`config.mk`:
```
export PLATFORM = sky130hd
export DESIGN_NAME = channel_scan_offset_tracker_unit
export DESIGN_NICKNAME = d
export VERILOG_FILES = /design/src/rtl/csot_pkg.sv /design/src/rtl/csot_update.sv /design/src/rtl/channel_scan_offset_tracker_unit.sv
export SDC_FILE = /design/constraint.sdc
export NUM_CORES = 1
export LEC_CHECK = 0
export BUFFER_PORTS_ARGS = -buffer_cell sky130_fd_sc_hd__buf_4
export CORE_MARGIN = 3
export CORE_UTILIZATION = 60
export CTS_BUF_LIST = sky130_fd_sc_hd__clkbuf_8
export CTS_CLUSTER_DIAMETER = 80
export DETAILED_ROUTE_END_ITERATION = 8
export PLACE_DENSITY_LB_ADDON = 0.15
export SLEW_MARGIN = 20
export SYNTH_ARGS = -nofsm -noshare
export SYNTH_HDL_FRONTEND = slang
export SYNTH_SLANG_ARGS = --single-unit
export TNS_END_PERCENT = 5
```
`constraint.sdc`:
```
create_clock -name clk -period 16 [get_ports clk]
set_clock_uncertainty 0.15 [all_clocks]
set_input_delay 3.2 -clock clk [delete_from_list [all_inputs] [get_ports clk]]
set_output_delay 3.2 -clock clk [all_outputs]
set_load 0.005 [all_outputs]
```
`src/rtl/csot_pkg.sv`:
```
package csot_pkg;

	// Default values of the top-level parameters.
	localparam int DEF_NUM_CHANNELS = 8;
	localparam int DEF_FRAC_BITS    = 8;

	// Field widths.
	localparam int CMD_W      = 2;
	localparam int ERR_W      = 18;
	localparam int RSSI_W     = 9;
	localparam int RSSI_MAG_W = 8;
	localparam int CNT_W      = 16;
	localparam int CH_OUT_W   = 3;
	localparam int DWELL_W    = 16;
	localparam int WEIGHT_W   = 9;
	localparam int THR_W      = 17;
	localparam int CFG_W      = 17;
	localparam int CFG_IDX_W  = 2;
	localparam int WEIGHT_SHIFT = 8;

	// Stream data widths, rounded up to whole bytes.
	localparam int S_TDATA_W = 32;
	localparam int M_TDATA_W = 56;

	// Register reset values and limits.
	localparam logic [DWELL_W-1:0]  DWELL_RESET  = 16'd5000;
	localparam logic [WEIGHT_W-1:0] WEIGHT_RESET = 9'd77;
	localparam logic [WEIGHT_W-1:0] WEIGHT_ONE   = 9'd256;
	localparam logic [THR_W-1:0]    WARN_RESET   = 17'd5000;
	localparam logic [THR_W-1:0]    ALARM_RESET  = 17'd15000;
	localparam logic [CNT_W-1:0]    CNT_MAX      = '1;
	localparam logic [DWELL_W-1:0]  DWELL_MAX    = '1;

	// Input item kinds.
	typedef enum logic [CMD_W-1:0] {
		CMD_TICK   = 2'd0,
		CMD_PACKET = 2'd1,
		CMD_CLEAR  = 2'd2
	} csot_cmd_t;

	// Configuration register indexes.
	typedef enum logic [CFG_IDX_W-1:0] {
		REG_DWELL_TICKS = 2'd0,
		REG_EMA_WEIGHT  = 2'd1,
		REG_WARN_THR    = 2'd2,
		REG_ALARM_THR   = 2'd3
	} csot_reg_t;

	// Offset severity classes.
	typedef enum logic [1:0] {
		CLASS_OK    = 2'd0,
		CLASS_WARN  = 2'd1,
		CLASS_ALARM = 2'd2
	} csot_class_t;

	// One result item; the last member lands in the lowest bits.
	typedef struct packed {
		csot_class_t               offset_class;
		logic                      has_data;
		logic [CNT_W-1:0]          packet_count;
		logic signed [RSSI_W-1:0]  last_rssi_dbm;
		logic signed [ERR_W-1:0]   avg_offset_hz;
		logic [CH_OUT_W-1:0]       rec_channel;
		logic                      retune;
		logic [CH_OUT_W-1:0]       channel;
	} csot_result_t;

	localparam int RES_W = $bits(csot_result_t);

endpackage

```
`src/rtl/csot_update.sv`:
```
module csot_update #(
	parameter int NUM_CHANNELS = csot_pkg::DEF_NUM_CHANNELS,
	parameter int FRAC_BITS    = csot_pkg::DEF_FRAC_BITS,
	parameter int CH_W         = (NUM_CHANNELS > 1) ? $clog2(NUM_CHANNELS) : 1,
	parameter int OFS_W        = csot_pkg::ERR_W + FRAC_BITS
) (
	input  logic [csot_pkg::CMD_W-1:0]         cmd,
	input  logic signed [csot_pkg::ERR_W-1:0]  freq_err_hz,
	input  logic signed [csot_pkg::RSSI_W-1:0] rssi_dbm,
	input  logic [CH_W-1:0]                    cur_ch,
	input  logic [csot_pkg::DWELL_W-1:0]       dwell_cnt,
	input  logic [csot_pkg::DWELL_W-1:0]       dwell_ticks,
	input  logic [csot_pkg::WEIGHT_W-1:0]      ema_weight,
	input  logic [csot_pkg::THR_W-1:0]         warn_thr,
	input  logic [csot_pkg::THR_W-1:0]         alarm_thr,
	input  logic signed [OFS_W-1:0]            rec_ofs,
	input  logic [csot_pkg::RSSI_MAG_W-1:0]    rec_rssi,
	input  logic [csot_pkg::CNT_W-1:0]         rec_cnt,
	input  logic                               rec_valid,
	output csot_pkg::csot_result_t             result,
	output logic [CH_W-1:0]                    nxt_ch,
	output logic [csot_pkg::DWELL_W-1:0]       nxt_dwell,
	output logic                               rec_write,
	output logic                               clear_all,
	output logic signed [OFS_W-1:0]            new_ofs,
	output logic [csot_pkg::RSSI_MAG_W-1:0]    new_rssi,
	output logic [csot_pkg::CNT_W-1:0]         new_cnt
);
	import csot_pkg::*;

	localparam int PROD_W = OFS_W + 1 + WEIGHT_W + 1;

	csot_cmd_t                 cmd_e;
	logic [DWELL_W-1:0]        dwell_lim;
	logic [DWELL_W-1:0]        dwell_inc;
	logic                      hop;
	logic [CH_W-1:0]           ch_plus;
	logic signed [OFS_W-1:0]   eq;
	logic signed [OFS_W:0]     diff;
	logic [WEIGHT_W-1:0]       w_sat;
	logic signed [WEIGHT_W:0]  w_s;
	logic signed [PROD_W-1:0]  prod;
	logic signed [PROD_W-1:0]  old_ext;
	logic signed [PROD_W-1:0]  acc;
	logic signed [OFS_W-1:0]   q;
	logic [RSSI_MAG_W-1:0]     r;
	logic [CNT_W-1:0]          cnt;
	logic                      vld;
	logic                      retune;
	logic [OFS_W-1:0]          q_mag;
	logic [OFS_W-1:0]          warn_fx;
	logic [OFS_W-1:0]          alarm_fx;

	assign cmd_e = csot_cmd_t'(cmd);

	// Dwell counting: a zero limit behaves as one, the count saturates.
	assign dwell_lim = (dwell_ticks == '0) ? DWELL_W'(1) : dwell_ticks;
	assign dwell_inc = (dwell_cnt == DWELL_MAX) ? dwell_cnt : dwell_cnt + DWELL_W'(1);
	assign hop       = (dwell_inc >= dwell_lim);
	assign ch_plus   = (cur_ch == CH_W'(NUM_CHANNELS - 1)) ? '0 : cur_ch + CH_W'(1);

	// Moving average as old + w*(new - old), floored by the arithmetic shift.
	assign eq      = {freq_err_hz, {FRAC_BITS{1'b0}}};
	assign diff    = {eq[OFS_W-1], eq} - {rec_ofs[OFS_W-1], rec_ofs};
	assign w_sat   = (ema_weight > WEIGHT_ONE) ? WEIGHT_ONE : ema_weight;
	assign w_s     = {1'b0, w_sat};
	assign prod    = diff * w_s;
	assign old_ext = PROD_W'(rec_ofs);
	assign acc     = (old_ext <<< WEIGHT_SHIFT) + prod;

	// Packet record contents.
	assign new_ofs  = rec_valid ? acc[OFS_W+WEIGHT_SHIFT-1:WEIGHT_SHIFT] : eq;
	assign new_cnt  = (rec_cnt == CNT_MAX) ? rec_cnt : rec_cnt + CNT_W'(1);
	always_comb begin
		priority if (!rssi_dbm[RSSI_W-1]) begin
			new_rssi = '0;
		end else if (rssi_dbm[RSSI_W-2:0] == '0) begin
			// The most negative input saturates to the largest magnitude.
			new_rssi = '1;
		end else begin
			new_rssi = RSSI_MAG_W'(-rssi_dbm);
		end
	end

	// Next state and the record to report.
	always_comb begin
		nxt_ch         = cur_ch;
		nxt_dwell      = dwell_cnt;
		rec_write      = 1'b0;
		clear_all      = 1'b0;
		retune         = 1'b0;
		q              = rec_ofs;
		r              = rec_rssi;
		cnt            = rec_cnt;
		vld            = rec_valid;
		unique case (cmd_e)
			CMD_TICK: begin
				nxt_dwell = hop ? '0 : dwell_inc;
				if (hop) begin
					nxt_ch = ch_plus;
					retune = 1'b1;
				end
			end
			CMD_PACKET: begin
				rec_write = 1'b1;
				q         = new_ofs;
				r         = new_rssi;
				cnt       = new_cnt;
				vld       = 1'b1;
			end
			CMD_CLEAR: begin
				clear_all = 1'b1;
				nxt_ch    = '0;
				nxt_dwell = '0;
				retune    = 1'b1;
				cnt       = '0;
				vld       = 1'b0;
			end
			default: begin
			end
		endcase
	end

	// Severity compares the exact fixed-point magnitude.
	assign q_mag    = q[OFS_W-1] ? (~q + OFS_W'(1)) : q;
	assign warn_fx  = {1'b0, warn_thr, {FRAC_BITS{1'b0}}};
	assign alarm_fx = {1'b0, alarm_thr, {FRAC_BITS{1'b0}}};

	// Result fields; a record without data reports zero payload.
	always_comb begin
		result.channel      = CH_OUT_W'(nxt_ch);
		result.retune       = retune;
		result.rec_channel  = CH_OUT_W'(cur_ch);
		result.packet_count = cnt;
		result.has_data     = vld;
		result.avg_offset_hz = '0;
		result.last_rssi_dbm = '0;
		result.offset_class  = CLASS_OK;
		if (vld) begin
			result.avg_offset_hz = q[OFS_W-1:FRAC_BITS];
			result.last_rssi_dbm = RSSI_W'(0) - {1'b0, r};
			priority if (q_mag > alarm_fx) begin
				result.offset_class = CLASS_ALARM;
			end else if (q_mag > warn_fx) begin
				result.offset_class = CLASS_WARN;
			end else begin
				result.offset_class = CLASS_OK;
			end
		end
	end

endmodule

```
`src/rtl/channel_scan_offset_tracker_unit.sv`:
```
// Channel      | Direction | tdata                                | tuser
// s_axis       | in        | freq_err_hz, rssi_dbm                | cmd
// m_axis       | out       | channel ... offset_class (53 bits)   | -
// cfg          | in        | write enable, index, data            | -
//
// Each transaction passes an input register and a result register; one item is
// accepted per cycle while the result register is not stalled.
// The record read-modify-write and the channel hop happen as the item moves
// into the result register, so consecutive items see each other's updates.
// Reset clears the counts, valid flags, channel and dwell count, and loads the configuration registers.
// A stalled result holds the input register, which then stalls the input.
module channel_scan_offset_tracker_unit #(
	parameter int NUM_CHANNELS = csot_pkg::DEF_NUM_CHANNELS,
	parameter int FRAC_BITS    = csot_pkg::DEF_FRAC_BITS
) (
	input  logic                               clk,
	input  logic                               arst_n,
	input  logic                               s_axis_tvalid,
	output logic                               s_axis_tready,
	// [17:0] freq_err_hz, [26:18] rssi_dbm, [31:27] zero
	input  logic [csot_pkg::S_TDATA_W-1:0]     s_axis_tdata,
	// [1:0] cmd
	input  logic [csot_pkg::CMD_W-1:0]         s_axis_tuser,
	output logic                               m_axis_tvalid,
	input  logic                               m_axis_tready,
	// [2:0] channel, [3] retune, [6:4] rec_channel, [24:7] avg_offset_hz,
	// [33:25] last_rssi_dbm, [49:34] packet_count, [50] has_data,
	// [52:51] offset_class, [55:53] zero
	output logic [csot_pkg::M_TDATA_W-1:0]     m_axis_tdata,
	input  logic                               cfg_we,
	input  logic [csot_pkg::CFG_IDX_W-1:0]     cfg_index,
	input  logic [csot_pkg::CFG_W-1:0]         cfg_wdata
);
	import csot_pkg::*;

	localparam int CH_W  = (NUM_CHANNELS > 1) ? $clog2(NUM_CHANNELS) : 1;
	localparam int OFS_W = ERR_W + FRAC_BITS;

	// Configuration registers.
	logic [DWELL_W-1:0]  dwell_ticks_q;
	logic [WEIGHT_W-1:0] ema_weight_q;
	logic [THR_W-1:0]    warn_thr_q;
	logic [THR_W-1:0]    alarm_thr_q;

	// Channel records and scan state.
	logic signed [OFS_W-1:0] ofs_q   [NUM_CHANNELS];
	logic [RSSI_MAG_W-1:0]   rssi_q  [NUM_CHANNELS];
	logic [CNT_W-1:0]        cnt_q   [NUM_CHANNELS];
	logic [NUM_CHANNELS-1:0] valid_q;
	logic [CH_W-1:0]         cur_ch_q;
	logic [DWELL_W-1:0]      dwell_q;

	// Input register.
	logic                      valid_s1;
	logic [CMD_W-1:0]          cmd_s1;
	logic signed [ERR_W-1:0]   err_s1;
	logic signed [RSSI_W-1:0]  rssi_s1;

	// Result register.
	logic                      valid_s2;
	csot_result_t              result_s2;

	csot_result_t              result;
	logic [CH_W-1:0]           nxt_ch;
	logic [DWELL_W-1:0]        nxt_dwell;
	logic                      rec_write;
	logic                      clear_all;
	logic signed [OFS_W-1:0]   new_ofs;
	logic [RSSI_MAG_W-1:0]     new_rssi;
	logic [CNT_W-1:0]          new_cnt;
	logic                      advance;

	assign advance       = valid_s1 && (!valid_s2 || m_axis_tready);
	assign s_axis_tready = !valid_s1 || advance;
	assign m_axis_tvalid = valid_s2;
	assign m_axis_tdata  = M_TDATA_W'(result_s2);

	// Configuration writes.
	always_ff @(posedge clk or negedge arst_n) begin
		if (!arst_n) begin
			dwell_ticks_q <= DWELL_RESET;
			ema_weight_q  <= WEIGHT_RESET;
			warn_thr_q    <= WARN_RESET;
			alarm_thr_q   <= ALARM_RESET;
		end else if (cfg_we) begin
			unique case (csot_reg_t'(cfg_index))
				REG_DWELL_TICKS: dwell_ticks_q <= cfg_wdata[DWELL_W-1:0];
				REG_EMA_WEIGHT:  ema_weight_q  <= cfg_wdata[WEIGHT_W-1:0];
				REG_WARN_THR:    warn_thr_q    <= cfg_wdata[THR_W-1:0];
				REG_ALARM_THR:   alarm_thr_q   <= cfg_wdata[THR_W-1:0];
			endcase
		end
	end

	// Pipeline valid flags.
	always_ff @(posedge clk or negedge arst_n) begin
		if (!arst_n) begin
			valid_s1 <= 1'b0;
			valid_s2 <= 1'b0;
		end else begin
			if (s_axis_tready) begin
				valid_s1 <= s_axis_tvalid;
			end
			if (advance) begin
				valid_s2 <= 1'b1;
			end else if (m_axis_tready) begin
				valid_s2 <= 1'b0;
			end
		end
	end

	// Pipeline payload.
	always_ff @(posedge clk) begin
		if (s_axis_tready && s_axis_tvalid) begin
			cmd_s1  <= s_axis_tuser;
			err_s1  <= s_axis_tdata[ERR_W-1:0];
			rssi_s1 <= s_axis_tdata[ERR_W+RSSI_W-1:ERR_W];
		end
		if (advance) begin
			result_s2 <= result;
		end
	end

	// Record update and result for the item in the input register.
	csot_update #(
		.NUM_CHANNELS (NUM_CHANNELS),
		.FRAC_BITS    (FRAC_BITS),
		.CH_W         (CH_W),
		.OFS_W        (OFS_W)
	) u_update (
		.cmd          (cmd_s1),
		.freq_err_hz  (err_s1),
		.rssi_dbm     (rssi_s1),
		.cur_ch       (cur_ch_q),
		.dwell_cnt    (dwell_q),
		.dwell_ticks  (dwell_ticks_q),
		.ema_weight   (ema_weight_q),
		.warn_thr     (warn_thr_q),
		.alarm_thr    (alarm_thr_q),
		.rec_ofs      (ofs_q[cur_ch_q]),
		.rec_rssi     (rssi_q[cur_ch_q]),
		.rec_cnt      (cnt_q[cur_ch_q]),
		.rec_valid    (valid_q[cur_ch_q]),
		.result       (result),
		.nxt_ch       (nxt_ch),
		.nxt_dwell    (nxt_dwell),
		.rec_write    (rec_write),
		.clear_all    (clear_all),
		.new_ofs      (new_ofs),
		.new_rssi     (new_rssi),
		.new_cnt      (new_cnt)
	);

	// Scan state, packet counts and valid flags.
	always_ff @(posedge clk or negedge arst_n) begin
		if (!arst_n) begin
			cur_ch_q <= '0;
			dwell_q  <= '0;
			valid_q  <= '0;
			for (int i = 0; i < NUM_CHANNELS; i++) begin
				cnt_q[i] <= '0;
			end
		end else if (advance) begin
			cur_ch_q <= nxt_ch;
			dwell_q  <= nxt_dwell;
			if (clear_all) begin
				valid_q <= '0;
				for (int i = 0; i < NUM_CHANNELS; i++) begin
					cnt_q[i] <= '0;
				end
			end else if (rec_write) begin
				valid_q[cur_ch_q] <= 1'b1;
				cnt_q[cur_ch_q]   <= new_cnt;
			end
		end
	end

	// Offset and RSSI entries are meaningful only once their valid flag is set.
	always_ff @(posedge clk) begin
		if (advance && rec_write) begin
			ofs_q[cur_ch_q]  <= new_ofs;
			rssi_q[cur_ch_q] <= new_rssi;
		end
	end

endmodule

```
==> metrics.md <==
| Metric | Value |
|---|---|
| Status | completed |
| Die area | 63500 um^2 |
| Filler cells | 4561 |
| Reg area | 16100 um^2 |
| Detailed Routing Iterations Pass 1 | 6 |
| Final wirelength | 105000 um |
| Slew Limit Fails | 0 |
| Adder-cell share of the synthesized area | 0.169 |
| CP arrival | 14.51 ns |
| Std cell rows | 89 |
| Seq/Total Area, Yosys | 0.442 |
| Worst relative slew slack | 0.153 |
| WHS Endpoint | cnt_q[83] |
| Worst setup SP type | register |
| Post-DP HPWL | 74800 um |
| Syn Inst Count | 3354 |
| Die height | 252 um |
| CP Class | reg2reg |
| Final TNS setup | 0 ns |
| Synth unique cells | 89 |
| Layout area overhead | 10.4% |
| Layout cell share with drive strength beyond 1 | 0.142 |
| Max Clk Rate | 70.5 MHz |
| Post-synthesis mux area share | 0.0540 |
| Area of the core | 59500 um^2 |
| Worst-path clk slew | 0.07 ns |
| Crit end category | register |
| Hold Path Class | reg2reg |
| Largest net degree at the start of global routing | 174 |
| # hold bufs at CTS | 0 |
| I/O pins | 116 |
| Root Driver | clkbuf_8 |
| Area share of the largest cell type after synthesis | 0.293 |
| Unrepaired setup endpoints after global routing | no |
| I/O Buffers | 107 |
| GR Overflow Total | 0 |
| R2R Path Start | cur_ch_q[2] |
| Hold Startpoint | cnt_q[83] |
| Hold Fails Final Rpt | 0 |
| Period utilization | 0.887 |
| Required time worst endpoint | 16.32 ns |
| Layout net count | 3903 |
| Multi-input logic area | 18400 um^2 |
| Worst-Skew Late Latency | 0.71 ns |
| Htree depth | 3 |
| Post-synthesis simple-gate area fraction | 0.118 |
| Primary FF master, synth | edfxtp_1 |
| Area contributors post-synth | edfxtp_1, dfrtp_1, fa_1 |
| Largest family of logic cells by synthesized area | adder cells |
| WHS | 0.327 ns |
| R2R setup slack | 1.81 ns |
| Most common cell in the synthesized netlist | nand2_1 |
| Yosys warning count | 0 |
| Post-DR wirelength/cell | 24.3 um |
| Complex-gate fraction of the synthesized area | 0.134 |
| CTS tree | built |
| Post-synth EDFFs | 354 |
| CTS Sinks | 570 |
| CTS buffer count | 90 |
| Number of max-cap violations | 0 |
| #FFs+latches synth | 570 |
| Die Width | 252 um |
| Placer congestion estimate | 0.942 |
| CP max stage delay | 0.89 ns |
| First-pass GRT wire length | 162000 um |
| DR DRC count | 0 |
| Deepest clock path buffer count | 3 |
| Asr flop ratio synth | 0.379 |
| Fraction of synthesized cell area in xor and xnor cells | 0.0266 |
| Total GRT Usage | 0.336 |
| Worst R2R End | m_axis_tdata[51] |
| Number of global-route vias before repair | 28000 |
| Slowest-stage cell, CP | dfrtp_4 |
| Starting Density | 0.611 |
| # setup viols final | 0 |
| Cells on worst reg2reg path | 48 |
| Tmin final | 14.19 ns |
| CTS resizes | 0 |
| Mapped Avg Cell Area | 10.8 um^2 |
| Fin util | 0.674 |
| Slew @ Worst Pin | 1.26 ns |
| Worst path most repeated cell | o21ai_0 |
| Setup bufs post-CTS | 0 |
| DR vias | 27400 |
| Most common library cells after synthesis | nand2_1, inv_1, edfxtp_1 |
| Area leader, netlist | edfxtp_1 |
| Synth Cell Area | 36300 um^2 |
| Drt via density | 6.32 |
| Initial antenna violation count | 4 |
| Antenna-violating nets left | 0 |
| 1st-iter DRT viols | 2795 |
| Worst-path maximum fanout | 47 |
| WHS Path Cells | 2 |
==> flip-flops by register name (all words and copies together) (netlist names), 2 cells and up <==
| signal | count |
|---|---|
| rssi_s1 | 9 |
| m_axis_tdata | 53 |
| cmd_s1 | 2 |
| dwell_ticks_q | 16 |
| cnt_q | 128 |
| alarm_thr_q | 17 |
| valid_q | 8 |
| ofs_q | 208 |
| dwell_q | 16 |
| warn_thr_q | 17 |
| err_s1 | 18 |
| ema_weight_q | 9 |
| rssi_q | 64 |
| cur_ch_q | 3 |
==> critical path: cells and delay by family (launching register included) <==
kind | cells | cell delay [ns]
xor gates and xnor gates | 3 | 0.85
buffers and inverters | 4 | 0.70
AOI/OAI and AO/OA | 23 | 5.87
and+or+nand+nor | 10 | 1.88
DFF | 1 | 0.89
adders and majority gates | 8 | 3.57
==> stage by stage <==
step           std cells  instance area (um^2)  worst slack (ns)
4_1_cts             4330                 40100              1.90
3_5_place_dp        4161                 38200              1.91
2_1_floorplan       3356                 36300              3.44
3_3_place_gp        4161                 38200              2.14
5_1_grt             4330                 40100              1.03
6_report            4333                 40100              1.81
==> how the worst max path moves through the flow <==
| stage | cells past startpoint | endpoint | start |
|---|---|---|---|
| final | 48 | m_axis_tdata[51] | cur_ch_q[2] |
| after global routing | 48 | m_axis_tdata[51] | cur_ch_q[2] |
| after CTS | 48 | m_axis_tdata[51] | cur_ch_q[2] |
| after detailed placement | 48 | m_axis_tdata[51] | cur_ch_q[2] |
| after global placement | 48 | m_axis_tdata[51] | cur_ch_q[2] |
| after floorplan | 57 | m_axis_tdata[51] | cur_ch_q[2] |
==> layer usage <==
layer | wire [um] | share of wire | global-route usage | up-vias
met5 | 12 | 0.00011 | 0 | -
met4 | 3040 | 0.029 | 0.104 | 2
met3 | 10900 | 0.10 | 0.0826 | 198
met2 | 49100 | 0.47 | 0.530 | 1437
met1 | 42300 | 0.40 | 0.467 | 13700
li1 | - | - | - | 12100
==> layout by cell type, fill, tap and decap left out, drive strengths merged, types with 17 or more instances in the layout <==
master | synthesis | layout
a21o | 38 | 38
nand4 | 27 | 27
o21a | 22 | 22
fa | 211 | 211
nor2 | 213 | 213
a221oi | 57 | 57
mux2 | 91 | 91
nand2b | 19 | 19
a22oi | 48 | 48
nand2 | 375 | 375
inv | 367 | 411
ha | 154 | 154
and2 | 69 | 69
o22ai | 19 | 19
nand3 | 61 | 61
nor2b | 31 | 31
mux2i | 48 | 48
mux4 | 20 | 20
and3 | 18 | 18
o211ai | 17 | 17
xnor2 | 71 | 71
dfrtp | 195 | 195
buf | 35 | 187
o21ai | 187 | 187
clkinv | 1 | 18
nor3 | 40 | 40
a21oi | 113 | 113
a22o | 73 | 73
clkbuf | 121 | 101
dfstp | 21 | 21
edfxtp | 354 | 354
xor2 | 35 | 35
==> cell families (layout without fill, tap and decap cells) <==
| logic type | after synthesis | count (layout) |
|---|---|---|
| multiplexers | 159 | 159 |
| flip-flops | 570 | 570 |
| adder cells (fa/ha/maj) | 365 | 365 |
| AO/OA/AOI/OAI | 707 | 707 |
| buffers and inverters | 524 | 725 |
| AND/OR/NAND/NOR | 921 | 921 |
| XOR/XNOR | 107 | 107 |
| other | 1 | 6 |
==> layout make-up <==
| cell class | count | share of cell area |
|---|---|---|
| flip-flops and latches | 570 | 0.401 |
| repair buffers | 188 | 0.0360 |
| clock inverters | 69 | 0.0115 |
| diodes | 3 | 0.000187 |
| well taps | 773 | 0.0241 |
| inverters | 368 | 0.0345 |
| clock buffers | 100 | 0.0343 |
| multi-input cells | 2262 | 0.458 |
Power is left out: the tool's default activity adds up to more than one toggle a clock period on the data nets, which glitch-free logic cannot reach.
